File: src/rtl/core/heightmap_triangle_sampler_core_assert.svh
// assertion macros for the heightmap triangle sampler
// included by modules that carry concurrent checks, no other dependencies
`ifndef HEIGHTMAP_TRIANGLE_SAMPLER_CORE_ASSERT_SVH
`define HEIGHTMAP_TRIANGLE_SAMPLER_CORE_ASSERT_SVH
`ifndef SYNTHESIS
`define HTS_ASSERT(lbl, clk, rstn, prop) \
    lbl: assert property (@(posedge clk) disable iff (!rstn) prop) \
        else $error("assertion failed");
`define HTS_ASSERT_RST(lbl, clk, prop) \
    lbl: assert property (@(posedge clk) prop) else $error("reset assertion failed");
`else
`define HTS_ASSERT(lbl, clk, rstn, prop)
`define HTS_ASSERT_RST(lbl, clk, prop)
`endif
`endif

File: src/rtl/core/hts_pkg.sv
// shared types and constants for the heightmap triangle sampler
// no dependencies
package hts_pkg;

    typedef enum logic [1:0] {
        CMD_QUERY  = 2'd0,
        CMD_CORNER = 2'd1,
        CMD_CENTER = 2'd2,
        CMD_HOLE   = 2'd3
    } t_command;

    typedef enum logic [1:0] {
        CFG_HAS_HEIGHTMAP = 2'd0,
        CFG_HAS_HOLES     = 2'd1,
        CFG_FLAT_HEIGHT   = 2'd2,
        CFG_SCALE         = 2'd3
    } t_cfg_index;

    localparam logic [23:0] SCALE_RESET = 24'd4026532;
    localparam int          DIV_SHIFT   = 24;

    // corner write position split from a row-major index
    typedef struct packed {
        logic [8:0] row;
        logic [8:0] col;
        logic       ok;
    } t_corner_pos;

endpackage

File: src/rtl/core/hts_corner_div.sv
// splits a row-major corner index into row and column (divide by grid_res + 1)
// depends on hts_pkg
module hts_corner_div #(
    parameter int GRID_RES = 128
) (
    input  logic                 i_clk,
    input  logic                 i_en,
    input  logic [14:0]          i_index,
    output hts_pkg::t_corner_pos o_pos
);
    localparam int CDIM   = GRID_RES + 1;
    localparam int CCOUNT = CDIM * CDIM;
    localparam int RECIP  = (1 << hts_pkg::DIV_SHIFT) / CDIM;
    localparam int QW     = 9;

    logic [QW-1:0] r_q;
    logic [14:0]   r_w;
    logic [47:0]   n_prod;
    logic [17:0]   rem0;
    logic [17:0]   rem1;
    logic          fix;

    assign n_prod = 48'(i_index) * 48'(RECIP);

    always_ff @(posedge i_clk) begin
        if (i_en) begin
            r_q <= n_prod[hts_pkg::DIV_SHIFT +: QW];
            r_w <= i_index;
        end
    end

    always_comb begin
        rem0 = 18'(r_w) - 18'(r_q) * 18'(CDIM);
        fix  = rem0 >= 18'(CDIM);
        rem1 = fix ? rem0 - 18'(CDIM) : rem0;
        o_pos.row = fix ? r_q + QW'(1) : r_q;
        o_pos.col = rem1[QW-1:0];
        o_pos.ok  = 32'(r_w) < 32'(CCOUNT);
    end
endmodule

File: config.mk
export PLATFORM = sky130hd
export DESIGN_NAME = hts_corner_div
export DESIGN_NICKNAME = d
export VERILOG_FILES = /design/src/rtl/core/heightmap_triangle_sampler_core_assert.svh /design/src/rtl/core/hts_pkg.sv /design/src/rtl/core/hts_corner_div.sv
export SDC_FILE = /design/constraint.sdc
export NUM_CORES = 1
export LEC_CHECK = 0
export ABC_AREA = 1
export BUFFER_PORTS_ARGS = -buffer_cell sky130_fd_sc_hd__buf_2
export CAP_MARGIN = 20
export CORE_ASPECT_RATIO = 1.75
export CORE_MARGIN = 1.5
export CORE_UTILIZATION = 50
export DETAILED_ROUTE_END_ITERATION = 12
export GPL_TIMING_DRIVEN = 0
export PLACE_DENSITY = 0.71
export SLEW_MARGIN = 20
export SYNTH_ARGS = -nofsm -noshare
export SYNTH_HDL_FRONTEND = slang
export SYNTH_SLANG_ARGS = --single-unit
File: constraint.sdc
create_clock -name i_clk -period 8.5 [get_ports i_clk]
set_input_delay 0.85 -clock i_clk [delete_from_list [all_inputs] [get_ports i_clk]]
set_output_delay 0.85 -clock i_clk [all_outputs]
set_load 0.01 [all_outputs]
==> results.tsv, run 1 <==
stage	metric	value	unit
routing	vias_per_cell	5.16	
critical_path	crit_top_cell	inv_1	
yosys	yosysTopAreaCellShare	0.299	
sta	period_share	0.693	
hold_path	worstHoldPathType	primary input to flip-flop	
die	die_y	164	microns
critical_path	cp_data_required_time	8500	ps
clock_network	cts-root-buf	clkbuf_16	
sta	max-slew-margin-rel	0.643	
critical_path	cp_cell_sequence	buf_2 -> fa_1 -> inv_1 -> fa_1 -> inv_1 -> ha_1 -> inv_1 -> fa_1 -> inv_1 -> fa_1 -> inv_1 -> fa_1 -> inv_1 -> ha_1 -> a21oi_1 -> o21a_1 -> nor2_1 -> nor2_1 -> o21ai_0 -> nand2_1 -> nand2_1 -> nand2_1 -> nand3_1 -> xor2_1	
place	dpl.hpwl	16800	microns
routing	drt_pass1_iterations	4	
yosys	synth_top_area_cell	ha_1	
yosys	synth.cell_area	7370	sq um
global_routing	grt_use_total	0.255	
die	start_util	0.513	
place	post-place-ws	2320	ps
clock_network	cts_setup_buffers	0	
routing	drt_iter0_drc	203	
yosys	synth.ff_latch_count	23	
sta	layout_min_cycle_time	5890	ps
critical_path	end_kind	flip-flop	
critical_path	cp_max_fo	6	
cells_and_area	n_antenna_cell	0	
critical_path	crit_slowest_cell	fa_1	
global_routing	grt_pass1_vias	6446	
die	dieArea	15500	sq um
place	port_buffers	35	
routing	drt-total-wl	18300	microns
die	rows	58	
place	place_congestion	0.977	
yosys	synth_fp_nets	1229	
global_routing	grt_overflow	0	
sta	setup_violations	0	
routing	vias	6118	
routing	routedWlPerCell	15.5	microns
cells_and_area	layout.nets	1269	
critical_path	critPathMaxStageDelay	740	ps
die	die_x	94.8	microns
clock_network	cts_buffers	3	
yosys	ys.warnings.count	0	
clock_network	cts_sinks	23	
cells_and_area	drive_gt1_frac	0.0726	
yosys	syn_area_per_cell	7.62	sq um
yosys	synthTopCellsByArea	ha_1, fa_1, inv_1	
sta	slew_violations	0	
sta	fin_ws	2610	ps
die	io_pins	36	
run_status	status	finished clean	
routing	remaining_drc_errors	0	
clock_network	cts_tree	yes	
clock_network	clk_pin_slew	60	ps
hold_path	hp-start	i_index[13]	
sta	finalSetupTns	0	ps
job	cap_violations	0	
hold_path	holdPathEnd	r_w[13]$_DFFE_PP_	
yosys	yosysUniqueCellTypes	36	
critical_path	criticalPathCategory	primary input to flip-flop	
sta	fmax	170	MHz
cells_and_area	syn2layout_area_growth	6.52	%
clock_network	hold_buffers	0	
critical_path	crit_family	adder cells	
global_routing	grt_pass1_wl	29600	microns
yosys	synthArstFlopShare	0	
clock_network	cts_resized	0	
yosys	synth_ff_type	edfxtp_1	
yosys	synth_edf_count	23	
global_routing	grt_max_degree	24	
critical_path	cp_data_arrival_time	5900	ps
routing	ant_nets	0	
yosys	seq_area_frac_synth	0.0937	
sta	worst_pin_slew	536	ps
clock_network	clockBufferDepth	2	
critical_path	start_kind	primary input	
clock_network	htreeDepth	1	
yosys	synthCells	967	
hold_path	hold_depth	1	
sta	finalHoldViolations	0	
global_routing	antenna_found_initial	0	
die	core	14400	sq um
critical_path	critPathLaunch	i_index[3]	
critical_path	critical_path_buf_inv_count	7	
sta	rsz0062_at_grt	false	
## registers in the layout (all words and copies together) (netlist names)
register / count
r_w: 15
r_q: 8
## cells in the final DEF (no fill, tap or decap), types with 4 or more instances in the layout
master / count
fa_1: 69
xnor2_1: 5
xor2_1: 9
a21oi_1: 36
edfxtp_1: 23
o21ai_0: 19
nand3b_1: 8
a31oi_1: 4
ha_1: 176
nor3_1: 10
nor2_1: 51
nand3_1: 41
nand4_1: 10
inv_2: 4
nand2_2: 16
nand2_1: 189
buf_2: 35
a21o_1: 5
inv_1: 262
## how the worst max path moves through the flow
stage / to / cells after the start / slack (ps)
2_1_floorplan: r_q[4]$_DFFE_PP_ / 23 / 2980
3_3_place_gp: r_q[4]$_DFFE_PP_ / 24 / 2330
3_5_place_dp: r_q[4]$_DFFE_PP_ / 24 / 2320
4_1_cts: r_q[4]$_DFFE_PP_ / 24 / 2580
5_1_grt: r_q[4]$_DFFE_PP_ / 25 / 2300
6_report: r_q[4]$_DFFE_PP_ / 24 / 2610
## cell families (layout without fill, tap and decap cells)
family | count (synthesis) | after routing | synth area share
flip-flops | 23 | 23 | 0.0937
XOR/XNOR | 15 | 15 | 0.0188
buffers and inverters | 269 | 308 | 0.140
AO/OA/AOI/OAI | 78 | 78 | 0.0608
adder cells (fa/ha/maj) | 245 | 245 | 0.486
AND/OR/NAND/NOR | 337 | 337 | 0.201
## final cells by class
| cell class | count | area [sq um] |
|---|---|---|
| multi-input cells | 675 | 5650 |
| repair buffers | 35 | 175 |
| flip-flops and latches | 23 | 691 |
| inverters | 266 | 998 |
| clock inverters | 1 | 5.00 |
| clock buffers | 3 | 75.1 |
| plain buffers | 3 | 33.8 |
| fillers | 1416 | 6520 |
| well taps | 180 | 225 |
## routing by layer
metal  share of wire  vias up  GRT usage
met3           0.016       71     0.0130
li1                -     3097          -
met2            0.58      114      0.522
met5               0        -          0
met1            0.31     2836      0.212
met4           0.090        0      0.200
## cells in the mapped netlist, types with 2 or more instances
cell,n
nor2_2,2
nand3b_1,8
nand3_2,3
ha_1,176
nand3_1,41
nor3_1,10
nor2_1,51
o21ai_2,2
buf_6,3
nor4_1,2
o21ai_0,19
nand2_2,16
a21o_1,5
a21oi_1,36
o21a_1,3
inv_1,262
inv_2,4
o21bai_1,2
a31oi_1,4
nand2_1,189
o211ai_1,3
xor2_1,9
nand4_1,10
edfxtp_1,23
xnor2_1,5
fa_1,69
## stage by stage
stage | util | hold WS (ps) | cells | area (sq um)
5_1_grt | 0.546 | 868 | 1186 | 7850
4_1_cts | 0.546 | 862 | 1186 | 7850
3_3_place_gp | 0.541 | 1120 | 1182 | 7770
2_1_floorplan | - | 949 | 967 | 7370
6_report | 0.546 | 856 | 1186 | 7850
3_5_place_dp | 0.541 | 1120 | 1182 | 7770
Power of run 1 is not shown: default switching activity piles up to over one toggle a cycle in this logic, so the estimate is an artifact.
==> run 2: changes to the inputs <==
--- a/config.mk
+++ b/config.mk
@@ -13,7 +13,7 @@
 export CORE_UTILIZATION = 50
 export DETAILED_ROUTE_END_ITERATION = 12
 export GPL_TIMING_DRIVEN = 0
-export PLACE_DENSITY = 0.71
+export PLACE_DENSITY = 0.74
 export SLEW_MARGIN = 20
 export SYNTH_ARGS = -nofsm -noshare
 export SYNTH_HDL_FRONTEND = slang
==> constraint.sdc (replaced) <==
create_clock -name i_clk -period 5.4 [get_ports i_clk]
set_input_delay 0.54 -clock i_clk [delete_from_list [all_inputs] [get_ports i_clk]]
set_output_delay 0.54 -clock i_clk [all_outputs]
set_load 0.01 [all_outputs]
==> results.tsv, run 2 (synthesis gave the netlist of run 1 again) <==
stage	metric	value	unit	change
global_routing	grt_max_degree	24		unchanged
critical_path	start_kind	primary input		
global_routing	antenna_found_initial	1		+1
clock_network	cts_buffers	3		unchanged
global_routing	use_met2	0.515		-0.00714
critical_path	cp_data_required_time	5400	ps	-3100 ps
critical_path	criticalPathCategory	primary input to flip-flop		
sta	period_share	0.975		
global_routing	grt_use_total	0.251		-0.00426
routing	vias_per_cell	5.15		-0.20%
die	rows	58		unchanged
routing	remaining_drc_errors	0		unchanged
cells_and_area	layout.nets	1276		+0.55%
place	dpl.hpwl	16200	microns	-3.6%
global_routing	grt_busiest_layer	met2		
die	die_x	94.8	microns	unchanged
cells_and_area	syn2layout_area_growth	9.08	%	
cells_and_area	largest_reg_flops	15		unchanged
die	dieArea	15500	sq um	unchanged
clock_network	cts-root-buf	clkbuf_16		
cells_and_area	final_cell_mix	inv_1, nand2_1, ha_1		
global_routing	grt_pass1_wl	29600	microns	-0.30%
hold_path	hold_depth	1		unchanged
routing	ant_nets	0		unchanged
sta	layout_min_cycle_time	5260	ps	
die	io_pins	36		unchanged
cells_and_area	fin_cells	1194		+0.67%
cells_and_area	regMostFlops	r_w		
run_status	status	finished clean		
sta	finalHoldViolations	0		unchanged
critical_path	crit_slowest_cell	fa_2		
routing	drt-total-wl	17900	microns	-2.3%
cells_and_area	drive_gt1_frac	0.106		+0.0331
sta	worst_pin_slew	516	ps	-19.3 ps
critical_path	cp_data_arrival_time	5270	ps	-630 ps
place	port_buffers	35		unchanged
critical_path	end_kind	flip-flop		
cells_and_area	post-route-util	0.560		+0.0131
sta	slew_violations	0		unchanged
critical_path	cp_max_fo	6		unchanged
clock_network	clk_pin_slew	60	ps	about the same
routing	drt_pass1_iterations	4		unchanged
clock_network	cts_tree	yes		
routing	vias	6147		+0.47%
critical_path	critical_path_buf_inv_count	7		unchanged
clock_network	htreeDepth	1		unchanged
die	die_y	164	microns	unchanged
cells_and_area	final_common_cell	inv_1		
clock_network	hold_buffers	0		unchanged
die	core	14400	sq um	unchanged
global_routing	grt_pass1_vias	6542		+1.5%
cells_and_area	top_regs	r_w x15, r_q x8		
routing	drt_iter0_drc	238		+17%
job	cap_violations	0		unchanged
sta	fmax	190	MHz	
routing	routedWlPerCell	15.0	microns	-2.9%
critical_path	crit_family	adder cells		
clock_network	clockBufferDepth	2		unchanged
global_routing	grtUsageMet3	0.0140		+0.000931
hold_path	worstHoldPathType	primary input to flip-flop		
place	place_congestion	0.933		-4.5%
critical_path	cp_cell_sequence	clkbuf_4 -> fa_2 -> inv_2 -> fa_1 -> inv_1 -> ha_1 -> inv_1 -> fa_1 -> inv_1 -> fa_1 -> inv_2 -> fa_1 -> inv_1 -> ha_4 -> a21oi_4 -> o21a_1 -> nor2_1 -> nor2_2 -> o21ai_2 -> nand2_1 -> nand2_1 -> nand2_1 -> nand3_2 -> xor2_2		
place	placed_cells	1182		unchanged
critical_path	critPathLaunch	i_index[4]		
die	start_util	0.513		unchanged
sta	setup_violations	0		unchanged
clock_network	cts_sinks	23		unchanged
critical_path	critPathMaxStageDelay	610	ps	-130 ps
hold_path	holdPathEnd	r_w[0]$_DFFE_PP_		
global_routing	met1_usage	0.210		-0.00212
hold_path	hp-start	i_index[0]		
sta	max-slew-margin-rel	0.656		+0.0129
global_routing	grt_overflow	0		unchanged
==> run 2: changes by cell type in the layout (fill, tap and decap cells not counted), sizes merged <==
cell	previous run	this run
buf	38	44
clkbuf	3	4
diode	0	1
==> run 2: area by class of cell <==
class                           instances  area (sq um)
Timing Repair Buffer                   42           230
Clock inverter                          1          5.00
Inverter                              266           998
Clock buffer                            3          75.1
Tap cell                              180           225
Sequential cell                        23           691
Multi-Input combinational cell        675          5780
Fill cell                            1350          6330
Buffer                                  3          33.8
Antenna cell                            1          2.50
==> run 2: through the flow <==
stage | setup WS [ps] | hold WS (ps) | instance area [sq um] | TNS [ps]
floorplan | 194 | 639 | 7370 | 0
global route | -14.4 | 529 | 8040 | -14.4
finish | 135 | 526 | 8040 | 0
CTS | -0.555 | 524 | 7900 | -0.555
global placement | -611 | 797 | 7770 | -2590
detailed placement | -687 | 792 | 7770 | -2750
==> run 2: how the worst max path moves through the flow <==
stage               slack (ps)               end  cells past startpoint
floorplan                  190  r_q[4]$_DFFE_PP_                     23
CTS                       -0.6  r_q[2]$_DFFE_PP_                     18
global route               -10  r_q[4]$_DFFE_PP_                     24
finish                     140  r_q[4]$_DFFE_PP_                     24
detailed placement        -690  r_q[4]$_DFFE_PP_                     25
global placement          -610  r_q[4]$_DFFE_PP_                     25
==> run 2: timing repair <==
item / in CTS / in global routing
endpoints found under the hold margin: 0 / 0
pin swaps: 1 / 8
setup buffers: 1 / 6
resized for setup: 9 / 21
setup endpoints to repair: 7 / 8
==> run 2: metal layers <==
metal | vias to the layer above | wire length, microns
met2 | 106 | 10400
met4 | 0 | 1570
met1 | 2865 | 5560
li1 | 3108 | -
met3 | 68 | 352
met5 | - | 0
Power of run 2 is left out for the same reason.
